$ cat src/design/tthb_pkg.sv
`timescale 1ns / 1ps
`default_nettype none
// ----------------------------------------------------------------------------
// tthb_pkg
// Types and constants shared by the tunnel to IPv6 header builder.
// ----------------------------------------------------------------------------
package tthb_pkg;

  // input transaction: one tunnel frame byte with its sideband
  typedef struct packed {
    logic [7:0]  frame_byte;
    logic        frame_first;
    logic        frame_last;
    logic [15:0] frame_len;
    logic [63:0] sender_hi;
    logic [63:0] sender_lo;
  } in_item_t;

  // output transaction: one IPv6 packet byte
  typedef struct packed {
    logic [7:0] pkt_byte;
    logic       pkt_first;
    logic       pkt_last;
    logic       to_sender;
  } out_item_t;

  // frame phase codes
  localparam logic [1:0] PH_IDLE = 2'd0;
  localparam logic [1:0] PH_WAIT = 2'd1;
  localparam logic [1:0] PH_PASS = 2'd2;
  localparam logic [1:0] PH_DROP = 2'd3;

  // configuration register indexes
  localparam int unsigned CFG_INDEX_W = 1;
  localparam logic [CFG_INDEX_W-1:0] REG_DEVICE_ADDR_HI = 1'b0;
  localparam logic [CFG_INDEX_W-1:0] REG_DEVICE_ADDR_LO = 1'b1;

  // frame and header constants
  localparam logic [7:0]  HDR_VERSION    = 8'h60;
  localparam logic [7:0]  HOP_LIMIT      = 8'd3;
  localparam logic [7:0]  MCAST_LEAD     = 8'hFF;
  localparam logic [7:0]  MCAST_TAG      = 8'h01;
  localparam logic [7:0]  GROUP_LEAD     = 8'hFF;
  localparam logic [15:0] UCAST_MIN_LEN  = 16'd2;
  localparam logic [15:0] MCAST_MIN_LEN  = 16'd20;
  localparam logic [15:0] UCAST_HDR_LEN  = 16'd1;
  localparam logic [15:0] MCAST_HDR_LEN  = 16'd19;

  // burst position of the payload byte that closes the header burst
  localparam logic [5:0] UCAST_FINAL_POS = 6'd40;
  localparam logic [5:0] MCAST_FINAL_POS = 6'd24;

endpackage
`default_nettype wire

$ cat src/design/tunnel_to_ipv6_header_builder_unit.sv
`timescale 1ns / 1ps
`default_nettype none
// A result is taken into the output register at the clock edge that accepts its input transaction.
// Throughput: passed payload bytes flow at one per cycle while out_ready holds; the decision byte
// of a frame starts a header burst of 41 (unicast) or 25 (multicast) bytes from the burst counter,
// and input is held off until the burst counter has sent the last byte of the burst.
// Reset: synchronous active-high rst clears phase, burst, output valid and device address.
// ----------------------------------------------------------------------------
// tunnel_to_ipv6_header_builder_unit
// Classifies tunnel frames as unicast or multicast and rebuilds them as IPv6
// packets: fixed header, sender address, destination address, then payload.
// ----------------------------------------------------------------------------
module tunnel_to_ipv6_header_builder_unit
  import tthb_pkg::*;
(
  input  wire logic                   clk,
  input  wire logic                   rst,
  input  wire logic                   cfg_write,
  input  wire logic [CFG_INDEX_W-1:0] cfg_index,
  input  wire logic [63:0]            cfg_data,
  input  wire logic                   in_valid,
  output logic                        in_ready,
  input  wire in_item_t               in_data,
  output logic                        out_valid,
  input  wire logic                   out_ready,
  output out_item_t                   out_data
);

  // configuration
  logic [63:0] device_addr_hi;
  logic [63:0] device_addr_lo;

  // frame state
  logic [1:0]  phase;
  logic [1:0]  byte_index;
  logic [7:0]  lead_byte;
  logic [7:0]  protocol;
  logic [63:0] sender_hi;
  logic [63:0] sender_lo;
  logic [15:0] held_length;
  logic        mcast;

  // header burst
  logic        burst_active;
  logic [5:0]  burst_pos;
  logic [7:0]  burst_byte;
  logic        burst_last;

  logic [1:0]  phase_next;
  logic [1:0]  byte_index_next;
  logic [1:0]  index_inc;
  logic        mcast_next;
  logic [7:0]  protocol_next;
  logic        emit_single;
  logic        emit_burst;
  logic        out_free;
  logic        accept;
  logic [5:0]  final_pos;
  logic [15:0] payload_len;
  logic [5:0]  sel;
  out_item_t   gen_item;

  assign out_free = !out_valid || out_ready;
  assign in_ready = out_free && !burst_active;
  assign accept   = in_valid && in_ready;

  // configuration writes
  always_ff @(posedge clk) begin
    if (rst) begin
      device_addr_hi <= '0;
      device_addr_lo <= '0;
    end else if (cfg_write) begin
      case (cfg_index)
        REG_DEVICE_ADDR_HI: device_addr_hi <= cfg_data;
        REG_DEVICE_ADDR_LO: device_addr_lo <= cfg_data;
        default: ;
      endcase
    end
  end

  // frame classification for the accepted byte
  always_comb begin
    phase_next      = phase;
    byte_index_next = byte_index;
    mcast_next      = mcast;
    protocol_next   = protocol;
    emit_single     = 1'b0;
    emit_burst      = 1'b0;
    index_inc       = (byte_index == 2'd3) ? byte_index : byte_index + 2'd1;
    if (in_data.frame_first) begin
      byte_index_next = 2'd0;
      protocol_next   = in_data.frame_byte;
      mcast_next      = 1'b0;
      if (in_data.frame_last) begin
        phase_next = PH_IDLE;
      end else if (in_data.frame_len < UCAST_MIN_LEN) begin
        phase_next = PH_DROP;
      end else begin
        phase_next = PH_WAIT;
      end
    end else if (phase != PH_IDLE) begin
      byte_index_next = index_inc;
      case (phase)
        PH_DROP: begin
          if (in_data.frame_last) phase_next = PH_IDLE;
        end
        PH_PASS: begin
          emit_single = 1'b1;
          if (in_data.frame_last) phase_next = PH_IDLE;
        end
        PH_WAIT: begin
          if (index_inc == 2'd1) begin
            if (lead_byte == MCAST_LEAD && in_data.frame_byte == MCAST_TAG) begin
              // multicast tag seen, protocol and group follow
              mcast_next = 1'b1;
              if (in_data.frame_last) begin
                phase_next = PH_IDLE;
              end else if (held_length < MCAST_MIN_LEN) begin
                phase_next = PH_DROP;
              end
            end else begin
              // unicast: header goes out now
              mcast_next = 1'b0;
              emit_burst = 1'b1;
              phase_next = in_data.frame_last ? PH_IDLE : PH_PASS;
            end
          end else if (index_inc == 2'd2) begin
            protocol_next = in_data.frame_byte;
            if (in_data.frame_last) phase_next = PH_IDLE;
          end else if (in_data.frame_byte != GROUP_LEAD) begin
            phase_next = in_data.frame_last ? PH_IDLE : PH_DROP;
          end else begin
            // valid group address start, multicast header goes out
            emit_burst = 1'b1;
            phase_next = in_data.frame_last ? PH_IDLE : PH_PASS;
          end
        end
        default: ;
      endcase
    end
  end

  // frame state registers
  always_ff @(posedge clk) begin
    if (rst) begin
      phase      <= PH_IDLE;
      byte_index <= 2'd0;
      mcast      <= 1'b0;
    end else if (accept) begin
      phase      <= phase_next;
      byte_index <= byte_index_next;
      mcast      <= mcast_next;
    end
  end

  always_ff @(posedge clk) begin
    if (accept) begin
      protocol <= protocol_next;
      if (in_data.frame_first) begin
        lead_byte   <= in_data.frame_byte;
        held_length <= in_data.frame_len;
        sender_hi   <= in_data.sender_hi;
        sender_lo   <= in_data.sender_lo;
      end
    end
  end

  // header byte generator for the burst position
  assign final_pos   = mcast ? MCAST_FINAL_POS : UCAST_FINAL_POS;
  assign payload_len = held_length - (mcast ? MCAST_HDR_LEN : UCAST_HDR_LEN);
  assign sel         = {~burst_pos[2:0], 3'b000};

  always_comb begin
    gen_item.pkt_first = 1'b0;
    gen_item.pkt_last  = 1'b0;
    gen_item.to_sender = !mcast;
    gen_item.pkt_byte  = 8'd0;
    case (burst_pos[5:3])
      3'd0: begin
        case (burst_pos[2:0])
          3'd4:    gen_item.pkt_byte = payload_len[15:8];
          3'd5:    gen_item.pkt_byte = payload_len[7:0];
          3'd6:    gen_item.pkt_byte = protocol;
          3'd7:    gen_item.pkt_byte = HOP_LIMIT;
          default: gen_item.pkt_byte = 8'd0;
        endcase
      end
      3'd1:    gen_item.pkt_byte = sender_hi[sel +: 8];
      3'd2:    gen_item.pkt_byte = sender_lo[sel +: 8];
      3'd3:    gen_item.pkt_byte = device_addr_hi[sel +: 8];
      3'd4:    gen_item.pkt_byte = device_addr_lo[sel +: 8];
      default: gen_item.pkt_byte = 8'd0;
    endcase
    // payload byte that closes the burst
    if (burst_pos == final_pos) begin
      gen_item.pkt_byte = burst_byte;
      gen_item.pkt_last = burst_last;
    end
  end

  // burst counter
  always_ff @(posedge clk) begin
    if (rst) begin
      burst_active <= 1'b0;
      burst_pos    <= 6'd0;
    end else if (accept && emit_burst) begin
      burst_active <= 1'b1;
      burst_pos    <= 6'd1;
    end else if (burst_active && out_free) begin
      burst_pos <= burst_pos + 6'd1;
      if (burst_pos == final_pos) burst_active <= 1'b0;
    end
  end

  always_ff @(posedge clk) begin
    if (accept && emit_burst) begin
      burst_byte <= in_data.frame_byte;
      burst_last <= in_data.frame_last;
    end
  end

  // output register
  always_ff @(posedge clk) begin
    if (rst) begin
      out_valid <= 1'b0;
    end else if (accept && (emit_single || emit_burst)) begin
      out_valid <= 1'b1;
    end else if (burst_active && out_free) begin
      out_valid <= 1'b1;
    end else if (out_ready) begin
      out_valid <= 1'b0;
    end
  end

  always_ff @(posedge clk) begin
    if (accept && emit_single) begin
      out_data.pkt_byte  <= in_data.frame_byte;
      out_data.pkt_first <= 1'b0;
      out_data.pkt_last  <= in_data.frame_last;
      out_data.to_sender <= !mcast_next;
    end else if (accept && emit_burst) begin
      out_data.pkt_byte  <= HDR_VERSION;
      out_data.pkt_first <= 1'b1;
      out_data.pkt_last  <= 1'b0;
      out_data.to_sender <= !mcast_next;
    end else if (burst_active && out_free) begin
      out_data <= gen_item;
    end
  end

endmodule
`default_nettype wire
$ cat config.mk
export PLATFORM = sky130hd
export DESIGN_NAME = tunnel_to_ipv6_header_builder_unit
export DESIGN_NICKNAME = d
export VERILOG_FILES = /design/src/design/tthb_pkg.sv /design/src/design/tunnel_to_ipv6_header_builder_unit.sv
export SDC_FILE = /design/constraint.sdc
export NUM_CORES = 1
export LEC_CHECK = 0
export BUFFER_PORTS_ARGS = -buffer_cell sky130_fd_sc_hd__buf_2
export CAP_MARGIN = 10
export CORE_MARGIN = 2
export CORE_UTILIZATION = 30
export DETAILED_ROUTE_END_ITERATION = 7
export GPL_ROUTABILITY_DRIVEN = 0
export MAX_ROUTING_LAYER = met4
export PLACE_DENSITY_LB_ADDON = 0.25
export SLEW_MARGIN = 20
export SYNTH_ARGS = -nofsm -noshare
export SYNTH_HDL_FRONTEND = slang
export SYNTH_SLANG_ARGS = --single-unit
export TNS_END_PERCENT = 30
$ cat constraint.sdc
create_clock -name clk -period 5.7 [get_ports clk]
set_clock_uncertainty 0.05 [all_clocks]
set_input_delay 1.14 -clock clk [delete_from_list [all_inputs] [get_ports clk]]
set_output_delay 1.14 -clock clk [all_outputs]
set_load 0.01 [all_outputs]
* Yosys cells after proc, flatten, opt, wreduce, memory -nomap -nowiden
Cells that the tools add are included.
Storage, ports and cells: input bits 224, output and inout port bits 13, word-level logic and storage cells 137, register bits after elaboration 321
Operators by class: bitwise operators 2, eq/ne operators 20, order comparisons 2, reductions and logical operators 32, add/sub/neg operators 3, shift-type cells 4, mux-type cells 54
Operators by type and width (count):
- variable part select 64 x 7 -> 8 bit | 4
- two-way mux 8 bit | 6
- case mux 8 bit (5 select lines) | 1
- two-way mux 11 bit | 3
- two-way mux 2 bit | 16
- case mux 8 bit (4 select lines) | 1
- two-way mux 1 bit | 24
- less-than comparator 16 x 2 -> 1 bit, second input constant | 1
- less-than comparator 16 x 5 -> 1 bit, second input constant | 1
- subtractor 16 x 5 -> 16 bit | 1
- == test 3 bit, second input constant | 5
- nonzero test 2 bit | 6
- AND reduction 2 bit | 5
- nonzero test 3 bit | 3
- == test 2 bit, second input constant | 4
- == test 8 x 1 -> 1 bit, second input constant | 1
- == test 8 bit, second input constant | 1
- inequality test 8 bit, second input constant | 1
- logical AND 1 bit | 7
- adder 6 x 1 -> 6 bit, second input constant | 1
- == test 3 x 2 -> 1 bit, second input constant | 2
- == test 6 bit | 1
- two-way mux 6 bit | 1
- inequality test 6 bit, second input constant | 1
- other kinds (14) | 20

* Logic depth before layout (Yosys ltp)
Gate-level depths: netlist (run 1).
word-level depth 11, gate-level depth with buffers 11, mapped depth without buffers 9

* Worst setup path after synthesis (run 1)
No wires, ideal clock.
path type input to register, start point input out_ready, end point register held_length[0], enable pin, setup time 532 ps, stages on the path 3, arrival time 5068 ps, path slack 50 ps, buffers on the path 0, cells stage by stage nor2b_1 > nor2_1 > and3_1
On the way: cells in the longest elaborated chain, start to end 4
RTL lines:
- start, declared | RTL line tunnel_to_ipv6_header_builder_unit.sv:25 | input wire logic out_ready,
- logical OR 1 bit | RTL line tunnel_to_ipv6_header_builder_unit.sv:63 | assign out_free = !out_valid || out_ready;
- logical AND 1 bit | RTL line tunnel_to_ipv6_header_builder_unit.sv:64 | assign in_ready = out_free && !burst_active;
- net in_ready | RTL line tunnel_to_ipv6_header_builder_unit.sv:22 | output logic in_ready,
- logical AND 1 bit | RTL line tunnel_to_ipv6_header_builder_unit.sv:65 | assign accept = in_valid && in_ready;
- AND reduction 2 bit (no line)
- end signal, assigned | RTL line tunnel_to_ipv6_header_builder_unit.sv:161 | held_length <= in_data.frame_len;
- end, declared | RTL line tunnel_to_ipv6_header_builder_unit.sv:40 | logic [15:0] held_length;
The timed path passes the listed nets, and every way through them passes these cells. A chain may end at the register's enable or synchronous reset.

* Worst setup path in the final report (run 1)
start point input in_data[147] (netlist bit), end point register out_data[5] (netlist bit), enable pin
On the way: cells in the longest elaborated chain, start to end 9, elaborated cells on any way between the ends 12, classes of those cells eq/ne: 2; mux: 7; reduce/logical: 3
RTL lines:
- start, declared | RTL line tunnel_to_ipv6_header_builder_unit.sv:23 | input wire in_item_t in_data,
- inequality test 8 bit / == test 8 x 1 -> 1 bit (equally long branches) | RTL line tunnel_to_ipv6_header_builder_unit.sv:130, tunnel_to_ipv6_header_builder_unit.sv:113
- two-way mux 1 bit / logical AND 1 bit (equally long branches) | RTL line tunnel_to_ipv6_header_builder_unit.sv:130, tunnel_to_ipv6_header_builder_unit.sv:113
- two-way mux 1 bit (on tied branches) | RTL line tunnel_to_ipv6_header_builder_unit.sv:127, tunnel_to_ipv6_header_builder_unit.sv:113
- two-way mux 1 bit * | RTL line tunnel_to_ipv6_header_builder_unit.sv:112 | if (index_inc == 2'd1) begin
- two-way mux 1 bit * | RTL line tunnel_to_ipv6_header_builder_unit.sv:103 | case (phase)
- two-way mux 1 bit * | RTL line tunnel_to_ipv6_header_builder_unit.sv:101 | end else if (phase != PH_IDLE) begin
- two-way mux 1 bit * | RTL line tunnel_to_ipv6_header_builder_unit.sv:90 | if (in_data.frame_first) begin
- logical AND 1 bit * | RTL line tunnel_to_ipv6_header_builder_unit.sv:241 | end else if (accept && emit_burst) begin
- nonzero test 3 bit (no line) *
- end signal, assigned | RTL line tunnel_to_ipv6_header_builder_unit.sv:247 | out_data <= gen_item;
- end, declared | RTL line tunnel_to_ipv6_header_builder_unit.sv:26 | output out_item_t out_data
Every way passes the cells marked *; elsewhere a longest branch is shown, timed or not.

==> summary.md, run 1 <==
| Metric | Value |
|---|---|
| Vias in the first global route | about 11000 |
| Synth Flop Type | edfxtp_1 |
| First-pass GRT wire length | slightly below 70 mm |
| Antenna violations before repair | 3 |
| Hold_buf cts | 0 |
| Rel. slew slack | 34.2% |
| CTS clk-pin slew, worst paths | 0.06 ns |
| Setup WS post-layout | ~1.9 ns |
| Static Leak | 5.84 nW |
| Synth top area cells | edfxtp_1 39%, dfxtp_1 21%, nand2_1 8.1% |
| TritonCTS buffer count | 39 |
| #FFs+latches synth | ~320 |
| Worst-margin pin slew | ~0.99 ns |
| Initial Utilization | 30.2% |
| Final instance area | 16700 um^2 |
| Synth Cell Area | 13600 um^2 |
| Die Y | 217 um |
| Final ANT Viol Nets | 0 |
| Ys async rst share | 0% |
| Clk_lat worst skew | 0.55 ns |
| Global route overflow | 0 |
| Routed wire length | 46.7 mm |
| Final Hold Fails | 0 |
| Ports | between 200 and 250 |
| Final Max Slew Viols | 0 |
| Die area | 47200 um^2 |
| Netlist cell types | 76 |
| Sw power | 0.00124 W |
| Tot GR Track Use | between 20% and 30% |
| Max Fclk | approximately 260 MHz |
| Top-area cell type share of the netlist area | ~40% |
| Syn Area/Cell | roughly 11 um^2 |
| Yosys warning total | 0 |
| Filler instances | 4564 |
| DR DRC count | 0 |
| Critical path class | in2reg |
| Maximum vdd ir drop | 0.159 mV |
| TritonCTS clock tree | yes |
| Crit path required time | 5.83 ns |
| Unrepaired setup endpoints after global routing | false |
| Reg2Reg Setup Slack | 2.06 ns |
| Net Count, Synth | 1527 |
| Layout area overhead | 22.8% |
| Worst path cell trace | buf_2 -> or4b_1 -> or4_4 -> nand3_1 -> and2_1 -> inv_2 -> nor2_1 -> nand2_1 |
| Period utilisation layout | roughly two thirds |
| Final setup violation count | 0 |
| Tmin final | ~3.8 ns |
| Clk buf depth | 3 |
| Crit path buf inv count | 2 |
| Clock H-tree levels | 2 |
| Crit. End Element | flip-flop |
| Setup WS pre-CTS | 1.39 ns |
| Post-CTS sizing | 0 |
| Aggregate negative setup slack | 0 ns |
| Pre-antenna DRT Iters | 5 |
| Largest net degree at the start of global routing | 87 |
| Via-per-instance ratio | 5.09 |
| Leading area contributor after synthesis | edfxtp_1 |
| Number of flops mapped to enable cells by yosys | 179 |
| Syn Inst Count | 1295 |
| Max cap viols | 0 |
| Slowest cell on crit path | nor2_1 |
| Chip width | 217 um |
| # clock sinks | 321 |
| Util after Layout | 37.1% |
| # rows | 78 |
| Tightest Hold Check Type | reg2reg |
| NumNets Final | 1736 |
| Port Buffers | ~240 |
| Routed vias | ~11000 |
| Clock power frac | 46.8% |
| Hpwl dp | 32.5 mm |
| Crit path max-delay family | simple AND/OR/NAND/NOR gates |
| Combinational Power Share | about 5.9% |
| Pwr dens | 328 nW/um^2 |
| Post-DP Area | 15400 um^2 |
| CP max stage delay | 0.56 ns |
| Post-synthesis sequential area ratio | 60.3% |
| Status | finished clean |
| Initial DRC Count | 945 |
| Setup bufs post-CTS | 0 |
| Routed len/inst | approximately 22 um |
| Startpoint types | input port |
| Sw frac | 22.5% |
| Crit Path Max Fanout | 17 |
| Sequential share of power | 47.3% |
| Layout cells sized above 1 | 23.6% |
| Clock Tree Root | clkbuf_16 |
| Core footprint | 45100 um^2 |
| Worst Path Arrival | just under 4 ns |
| Int Power | 0.00426 W |
routing by layer:
layer  up-vias  part of all wire, %  GRT usage [%]
li1       5129                    -              -
met1      5261                   46           27.1
met2       401                   46           31.2
met3        64                  6.0           3.70
met4         0                  2.4           5.32
met5         -                    0              -
kinds of logic after synthesis:
| kind of cell | count (synthesis) | synth area share (%) |
|---|---|---|
| flops | 321 | 60.3 |
| fa+ha+maj | 8 | 0.789 |
| mux | 76 | 6.12 |
| compound gates | 354 | 15.7 |
| buf+inv | 101 | 2.96 |
| xor+xnor | 18 | 1.16 |
| simple gates | 417 | 13.0 |
cell type report:
| type | instances | area, um^2 | area share (%) |
|---|---|---|---|
| diodes | 2 | 5.00 | 0.0299 |
| clock buffers | 50 | 1100 | 6.57 |
| clock inverters | 19 | 225 | 1.34 |
| inverters | 12 | 45.0 | 0.269 |
| multi-input cells | 873 | 5040 | 30.1 |
| flip-flops and latches | 321 | 8220 | 49.1 |
| well taps | 600 | 751 | 4.48 |
| repair buffers | 257 | 1350 | 8.08 |
synthesized netlist by cell type (3+ instances only):
cell and instances:
nand2_1 294, a21oi_1 189, edfxtp_1 179, dfxtp_1 142, clkbuf_1 60, o21ai_0 54
mux2i_1 53, nor2_1 41, a221oi_1 23, buf_1 19, mux2_2 19, nor3_1 17
o221ai_1 13, xnor2_1 13, nand3_1 12, inv_1 10, nand2b_1 9, nor2b_1 8
a22oi_1 7, buf_2 7, ha_1 7, nand4_1 7, o211ai_1 7, nor4_1 6
a2111oi_0 5, a211oi_1 5, a221o_1 5, a31oi_1 5, o22ai_1 5, xor2_1 5
mux4_2 4, o21a_1 4, and2_1 3, o2111ai_1 3, o21ai_1 3
worst register-to-register path, stage by stage, from the launching register on:
cell       delay (ns)
dfxtp_1          0.49
inv_1            0.12
ha_1             0.31
a2111o_1         0.43
a2111oi_0        0.65
xnor2_1          0.19
o21ai_0          0.09
a31o_2           0.22
a2111oi_0        0.64
o21ai_0          0.17
path summary, 6_finish.rpt:
kind,start,endpoint,depth (start not counted)
worst min-delay path,device_addr_hi[9],device_addr_hi[9],2
worst min register to register,device_addr_hi[9],device_addr_hi[9],2
worst max-delay path,in_data[147],out_data[5],8
worst max register to register,mcast,out_data[10],9
per-stage QoR:
stage / hold slack [ns] / instances / power, W
finish: 0.402 / 2134 / 0.00550
global route: 0.417 / 2134 / 0.00569
CTS: 0.403 / 2132 / 0.00556
detailed placement: 0.395 / 2063 / 0.00297
global placement: 0.387 / 2063 / 0.00297
floorplan: 0.383 / 1295 / 0.00279
cell usage in the layout (no fill, tap or decap), drive strengths merged, types with 3 or more instances in the layout:
cell type / Yosys / routed
mux2: 19 / 19
nor3: 17 / 17
o2111ai: 3 / 3
a211oi: 5 / 5
o21a: 4 / 4
or4: 3 / 3
a2111oi: 5 / 5
xnor2: 13 / 13
inv: 11 / 12
clkinv: 1 / 12
edfxtp: 179 / 179
a221oi: 23 / 23
mux4: 4 / 4
nand2b: 9 / 9
a31oi: 5 / 5
o21ai: 58 / 58
ha: 7 / 7
nor2: 41 / 41
and2: 3 / 3
nand3: 12 / 12
bufinv: 0 / 5
mux2i: 53 / 53
o22ai: 5 / 5
clkbuf: 60 / 50
a21oi: 190 / 190
nand4: 7 / 7
nor3b: 3 / 3
nor2b: 8 / 8
buf: 29 / 257
a221o: 5 / 5
dfxtp: 142 / 142
nor4: 6 / 6
xor2: 5 / 5
nand2: 294 / 294
o221ai: 13 / 13
o211ai: 7 / 7
a22oi: 7 / 7
registers in the layout, summed over array words and instances, names as in the netlist:
| signal | count |
|---|---|
| out_data | 11 |
| burst_last | 1 |
| lead_byte | 8 |
| byte_index | 2 |
| phase | 2 |
| device_addr_hi | 64 |
| burst_byte | 8 |
| protocol | 8 |
| sender_hi | 64 |
| sender_lo | 64 |
| burst_active | 1 |
| burst_pos | 6 |
| out_valid | 1 |
| device_addr_lo | 64 |
| held_length | 16 |
| mcast | 1 |
power by group through the flow:
stage | clock network (W) | registers [W] | logic [W]
2_1_floorplan | 0 | 0.00264 | 0.000153
3_3_place_gp | 0 | 0.00265 | 0.000322
3_5_place_dp | 0 | 0.00265 | 0.000326
4_1_cts | 0.00264 | 0.00260 | 0.000328
5_1_grt | 0.00272 | 0.00261 | 0.000356
6_report | 0.00258 | 0.00260 | 0.000324
Note: power is estimated with default switching activity, not from simulation.
==> inputs of run 2 (changes only) <==
==> constraint.sdc (replaced) <==
create_clock -name clk -period 3.66 [get_ports clk]
set_clock_uncertainty 0.05 [all_clocks]
set_input_delay 0.732 -clock clk [delete_from_list [all_inputs] [get_ports clk]]
set_output_delay 0.732 -clock clk [all_outputs]
set_load 0.01 [all_outputs]
==> run 2 against run 1 <==
Net effect: non-clock buffer count is 16 higher; cell area is 0.55% higher; worst setup slack worse by 1.6 ns; first-iteration DRC count is 7.9% lower; sequential share of layout area is 0.27 points lower; global-route usage is 0.17 points higher; clock-buffer cell count is 10 higher; clock power is 45% higher; hold slack worse by 0.10 ns; via count is 0.62% higher; sequential cell count stayed put; routed wire length is 0.58% higher; largest cell class unchanged.
==> summary.md, run 2 (same netlist as run 1, synthesis figures left out) <==
| Metric | Value |
|---|---|
| Layout cells sized above 1 | 24.0% (was 23.6%) |
| Final Hold Fails | 0 (unchanged) |
| Post-CTS sizing | 0 (unchanged) |
| Initial DRC Count | 870 (was 945) |
| Rel. slew slack | 43.2% (was 34.2%) |
| CP max stage delay | 0.66 ns (was 0.56 ns) |
| Final Total Pwr | 0.00830 W (was 0.00550 W) |
| Clock Tree Root | clkbuf_16 (unchanged) |
| Max cap viols | 0 (unchanged) |
| Layout area overhead | 23.5% (was 22.8%) |
| Routed len/inst | 21.8 um (was 21.9 um) |
| Final Max Slew Viols | 0 (unchanged) |
| Routed vias | 10922 (was 10855) |
| Ports | 237 (unchanged) |
| Aggregate negative setup slack | 0 ns (unchanged) |
| TritonCTS buffer count | 38 (was 39) |
| Global route overflow | 0 (unchanged) |
| Pre-antenna DRT Iters | 5 (unchanged) |
| Die Y | 217 um (unchanged) |
| Die area | 47200 um^2 (unchanged) |
| Met1 WL | 20.6 mm (was 21.3 mm) |
| Crit. End Element | flip-flop (unchanged) |
| Worst Path Arrival | 3.60 ns (was 3.94 ns) |
| First-pass GRT wire length | 68.8 mm (was 68.6 mm) |
| Final setup violation count | 0 (unchanged) |
| Met3 WL | 3.70 mm (was 2.80 mm) |
| Hold Path Depth | 1 (was 2) |
| Hpwl dp | 32.4 mm (was 32.5 mm) |
| Met2 WL | 20.9 mm (was 21.5 mm) |
| # clock sinks | 321 (unchanged) |
| Top Metal Used | met4 (unchanged) |
| Worst-margin pin slew | 0.851 ns (was 0.988 ns) |
| Initial Utilization | 30.2% (unchanged) |
| Unrepaired setup endpoints after global routing | false (unchanged) |
| Chip width | 217 um (unchanged) |
| Clock H-tree levels | 2 (unchanged) |
| Startpoint types | flip-flop (was input port) |
| Most common cell after layout, fill and taps aside | nand2_1 (unchanged) |
| CTS clk-pin slew, worst paths | 0.06 ns (about the same) |
| Tmin final | 3.38 ns |
| Pwr dens | 493 nW/um^2 (was 328 nW/um^2) |
| Status | finished clean (unchanged) |
| Largest net degree at the start of global routing | 82 (was 87) |
| Max Fclk | 296 MHz |
| Maximum vdd ir drop | 0.307 mV (was 0.159 mV) |
| Setup bufs post-CTS | 0 (unchanged) |
| # rows | 78 (unchanged) |
| Critical path class | reg2reg (was in2reg) |
| Tot GR Track Use | 20.3% (was 20.1%) |
| Tightest Hold Check Type | in2reg (was reg2reg) |
| Vias in the first global route | 10701 (was 10593) |
| NumNets Final | 1751 (was 1736) |
| Reg2Reg Setup Slack | 0.28 ns (was 2.06 ns) |
| R2R cell count | 9 (unchanged) |
| Routed wire length | 47.0 mm (was 46.7 mm) |
| Core footprint | 45100 um^2 (unchanged) |
| Hold_buf cts | 0 (unchanged) |
| Crit path required time | 3.88 ns (was 5.83 ns) |
| Clk buf depth | 3 (unchanged) |
| Period utilisation layout | between 90% and 100% |
| Clk_lat worst skew | 0.55 ns (about the same) |
| Highest-count cells in the layout ignoring fill and taps | 293 x nand2_1, 235 x buf_2, 189 x a21oi_1 (unchanged) |
| Worst path cell trace | ha_1 -> a2111o_1 -> a2111oi_0 -> buf_4 -> xnor2_1 -> o21ai_0 -> a31o_2 -> a2111oi_0 -> o21ai_0 (was buf_2 -> or4b_1 -> or4_4 -> nand3_1 -> and2_1 -> inv_2 -> nor2_1 -> nand2_1) |
| Antenna violations before repair | 7 (was 3) |
| Final ANT Viol Nets | 0 (unchanged) |
| Crit Path Max Fanout | 2 (was 17) |
| Slowest cell on crit path | a2111oi_0 (was nor2_1) |
| Static Leak | 5.89 nW (was 5.84 nW) |
| Port Buffers | 236 (unchanged) |
| TritonCTS clock tree | yes (unchanged) |
| DR DRC count | 0 (unchanged) |
| Via-per-instance ratio | 5.07 (was 5.09) |
run 2: stage by stage:
step	util [%]	hold slack, ns	setup slack [ns]	instance area, um^2	std cells
2_1_floorplan	-	0.383	0.160	13600	1295
3_3_place_gp	34.6	0.388	0.285	15600	2079
3_5_place_dp	34.6	0.395	0.129	15600	2079
4_1_cts	37.3	0.263	0.341	16800	2149
5_1_grt	37.3	0.281	0.151	16800	2156
6_report	37.3	0.301	0.277	16800	2156
run 2: worst paths after layout:
check                startpoint                 end
max              held_length[1]        out_data[10]
min reg2reg  device_addr_lo[23]  device_addr_lo[23]
max reg2reg      held_length[1]        out_data[10]
min                 in_data[24]       sender_lo[24]
run 2: power breakdown:
group | internal, W | switching (W) | total [W]
combinational | 0.000198 | 0.000315 | 0.000513
clock | 0.00220 | 0.00154 | 0.00374
sequential | 0.00397 | 0.0000754 | 0.00405
run 2: layout make-up:
class,count,area [um^2]
inverter,12,45.0
antenna,7,17.5
clock inverter,10,53.8
sequential,321,8220
fill,4563,28300
clock buffer,60,1170
timing repair buffer,273,1540
tap,600,751
multi-input combinational,873,5040
run 2: metal layers:
| layer | vias up | global-route usage (%) |
|---|---|---|
| met5 | - | - |
| met4 | 0 | 9.32 |
| met3 | 82 | 4.30 |
| met2 | 450 | 29.9 |
| met1 | 5210 | 26.7 |
| li1 | 5180 | - |
run 2: worst max-delay path, delay by kind of cell, from the launching register on:
kind | cells | cell delay [ns]
compound gates | 6 | 2.04
xor+xnor | 1 | 0.12
fa+ha+maj | 1 | 0.32
buf+inv | 1 | 0.20
flops | 1 | 0.39
==> inputs of run 3 (changes only) <==
--- a/config.mk
+++ b/config.mk
@@ -13,6 +13,7 @@
 export GPL_ROUTABILITY_DRIVEN = 0
 export MAX_ROUTING_LAYER = met4
 export PLACE_DENSITY_LB_ADDON = 0.25
+export REMOVE_ABC_BUFFERS = 1
 export SLEW_MARGIN = 20
 export SYNTH_ARGS = -nofsm -noshare
 export SYNTH_HDL_FRONTEND = slang
==> run 3 against run 2 <==
Net effect: critical path depth grew 1; via count shrank 0.46%; cell area grew 0.39%; sequential cell count is the same; clock power grew 1%; register-to-register slack gained 0.05 ns; clock-buffer cell count shrank 7; critical endpoint unchanged.
==> summary.md, run 3 (same netlist as run 1, synthesis figures left out) <==
| Metric | Value |
|---|---|
| Tmin final | 3.33 ns (was 3.38 ns) |
| Clock power frac | 45.3% (was 45.0%) |
| Chip width | 217 um (unchanged) |
| Final ANT Viol Nets | 0 (unchanged) |
| Clk_lat worst skew | 0.56 ns (was 0.55 ns) |
| Vias in the first global route | 10772 (was 10701) |
| Filler instances | 4572 (was 4563) |
| Ports | 237 (unchanged) |
| Hold Crit Endpoint | sender_lo[45] (was sender_lo[24]) |
| R2R cell count | 10 (was 9) |
| Die area | 47200 um^2 (unchanged) |
| Hold_buf cts | 0 (unchanged) |
| Crit. End Element | flip-flop (unchanged) |
| Final setup violation count | 0 (unchanged) |
| Layout area overhead | 24.0% (was 23.5%) |
| Pwr dens | 493 nW/um^2 (about the same) |
| Final Hold Fails | 0 (unchanged) |
| Port Buffers | 236 (unchanged) |
| Period utilisation layout | 91.1% (was 92.4%) |
| CTS clk-pin slew, worst paths | 0.06 ns (about the same) |
| Clock Tree Root | clkbuf_16 (unchanged) |
| Core footprint | 45100 um^2 (unchanged) |
| Pre-antenna DRT Iters | 5 (unchanged) |
| Maximum vdd ir drop | 0.348 mV (was 0.307 mV) |
| Worst-margin pin slew | 0.893 ns (was 0.851 ns) |
| Largest net degree at the start of global routing | 61 (was 82) |
| Startpoint types | flip-flop (unchanged) |
| R2R Path End | out_data[10] (unchanged) |
| Crit Path Max Fanout | 7 (was 2) |
| Via-per-instance ratio | 5.03 (was 5.07) |
| NumNets Final | 1757 (was 1751) |
| TritonCTS buffer count | 39 (was 38) |
| Setup bufs post-CTS | 0 (unchanged) |
| Initial DRC Count | 855 (was 870) |
| Final instance area | 16900 um^2 (was 16800 um^2) |
| Sequential share of power | 48.6% (was 48.8%) |
| Status | finished clean (unchanged) |
| # rows | 78 (unchanged) |
| Tot GR Track Use | 19.8% (was 20.3%) |
| Tightest Hold Check Type | in2reg (unchanged) |
| Launch point of the worst reg-to-reg path | mcast (was held_length[1]) |
| Hold_sp | in_data[45] (was in_data[24]) |
| First-pass GRT wire length | 68.0 mm (was 68.8 mm) |
| Final Total Pwr | 0.00833 W (was 0.00830 W) |
| # clock sinks | 321 (unchanged) |
| Highest-count cells in the layout ignoring fill and taps | 293 x nand2_1, 235 x buf_2, 189 x a21oi_1 (unchanged) |
| Critical path class | reg2reg (unchanged) |
| Static Leak | 5.92 nW (was 5.89 nW) |
| Worst Path Arrival | 3.57 ns (was 3.60 ns) |
| TritonCTS clock tree | yes (unchanged) |
| Die Y | 217 um (unchanged) |
| Routed wire length | 45.7 mm (was 47.0 mm) |
| Routed len/inst | 21.2 um (was 21.8 um) |
| Global route overflow | 0 (unchanged) |
| Layout cells sized above 1 | 23.9% (was 24.0%) |
| Max cap viols | 0 (unchanged) |
| Combinational Power Share | 6.1% (was 6.2%) |
| Initial Utilization | 30.2% (unchanged) |
| Reg2Reg Setup Slack | 0.33 ns (was 0.28 ns) |
| Sw frac | 23.2% (was 23.3%) |
| Antenna violations before repair | 6 (was 7) |
| Post-CTS sizing | 0 (unchanged) |
| DR DRC count | 0 (unchanged) |
| Clk buf depth | 3 (unchanged) |
| Max Fclk | 300 MHz (was 296 MHz) |
| Rel. slew slack | 40.5% (was 43.2%) |
| Hpwl dp | 32.1 mm (was 32.4 mm) |
| Final Max Slew Viols | 0 (unchanged) |
| Most common cell after layout, fill and taps aside | nand2_1 (unchanged) |
| Post-DP Area | 15700 um^2 (was 15600 um^2) |
| Crit path required time | 3.90 ns (was 3.88 ns) |
| Routed vias | 10872 (was 10922) |
| Unrepaired setup endpoints after global routing | false (unchanged) |
| Clock H-tree levels | 2 (unchanged) |
| Sw power | 0.00193 W (about the same) |
| Int Power | 0.00640 W (was 0.00637 W) |
| Hold Path Depth | 1 (unchanged) |
## run 3: cell count changes in the layout (fill, tap and decap cells not counted), moves of 2 or more
| cell | change |
|---|---|
| diode_2 | -3 |
| clkinv_1 | +7 |
| bufinv_16 | +3 |
| clkbuf_8 | -5 |
| clkinvlp_4 | -2 |
| buf_12 | +2 |
| clkbuf_16 | -2 |
| buf_4 | +3 |
| clkinv_2 | -2 |
## run 3: layout make-up
cell class	count	area (um^2)	share of cell area, %
antenna	4	10.0	0.0592
timing repair buffer	278	1600	9.46
inverter	12	45.0	0.266
clock inverter	19	179	1.06
tap	600	751	4.44
sequential	321	8220	48.6
clock buffer	53	1050	6.21
multi-input combinational	873	5050	29.9
## run 3: power groups by stage
| stage | Sequential [W] | Combinational, W | Clock (W) |
|---|---|---|---|
| floorplan | 0.00411 | 0.000205 | 0 |
| global placement | 0.00412 | 0.000507 | 0 |
| detailed placement | 0.00412 | 0.000514 | 0 |
| CTS | 0.00405 | 0.000516 | 0.00389 |
| global route | 0.00406 | 0.000562 | 0.00401 |
| finish | 0.00405 | 0.000509 | 0.00378 |
## run 3: per-stage QoR
stage               setup TNS (ns)  setup slack, ns  utilization (%)  instances  hold slack [ns]
finish                           0            0.326             37.5       2160            0.292
global route                     0            0.144             37.5       2160            0.262
floorplan                  -255.24            -1.89                -       1206            0.377
CTS                              0            0.380             37.5       2156            0.255
detailed placement               0            0.364             34.7       2084            0.395
global placement                 0            0.473             34.7       2084            0.387
## run 3: layer usage
| layer | share of wire (%) | vias up | global-route usage (%) |
|---|---|---|---|
| met5 | 0 | - | - |
| met4 | 2.2 | 0 | 5.09 |
| met3 | 6.2 | 62 | 3.51 |
| met2 | 45 | 363 | 30.4 |
| met1 | 47 | 5272 | 27.0 |
| li1 | - | 5175 | - |
## run 3: critical path, stage by stage (launching register included)
cell and delay (ns):
dfxtp_1 0.48, inv_1 0.11, ha_1 0.30, a2111o_1 0.44, a2111oi_0 0.43, buf_4 0.19, xnor2_1 0.11, o21ai_0 0.10
a31o_2 0.22, a2111oi_0 0.49, o21ai_0 0.14
## run 3: how the worst max path moves through the flow
stage / startpoint / to / slack [ns] / cells after the start
final: mcast / out_data[10] / 0.33 / 10
after global routing: mcast / out_data[10] / 0.14 / 10
after CTS: mcast / out_data[10] / 0.38 / 10
after detailed placement: in_data[147] / out_data[3] / 0.36 / 8
after global placement: in_data[147] / out_data[3] / 0.47 / 8
after floorplan: burst_pos[3] / out_data[10] / -1.89 / 7
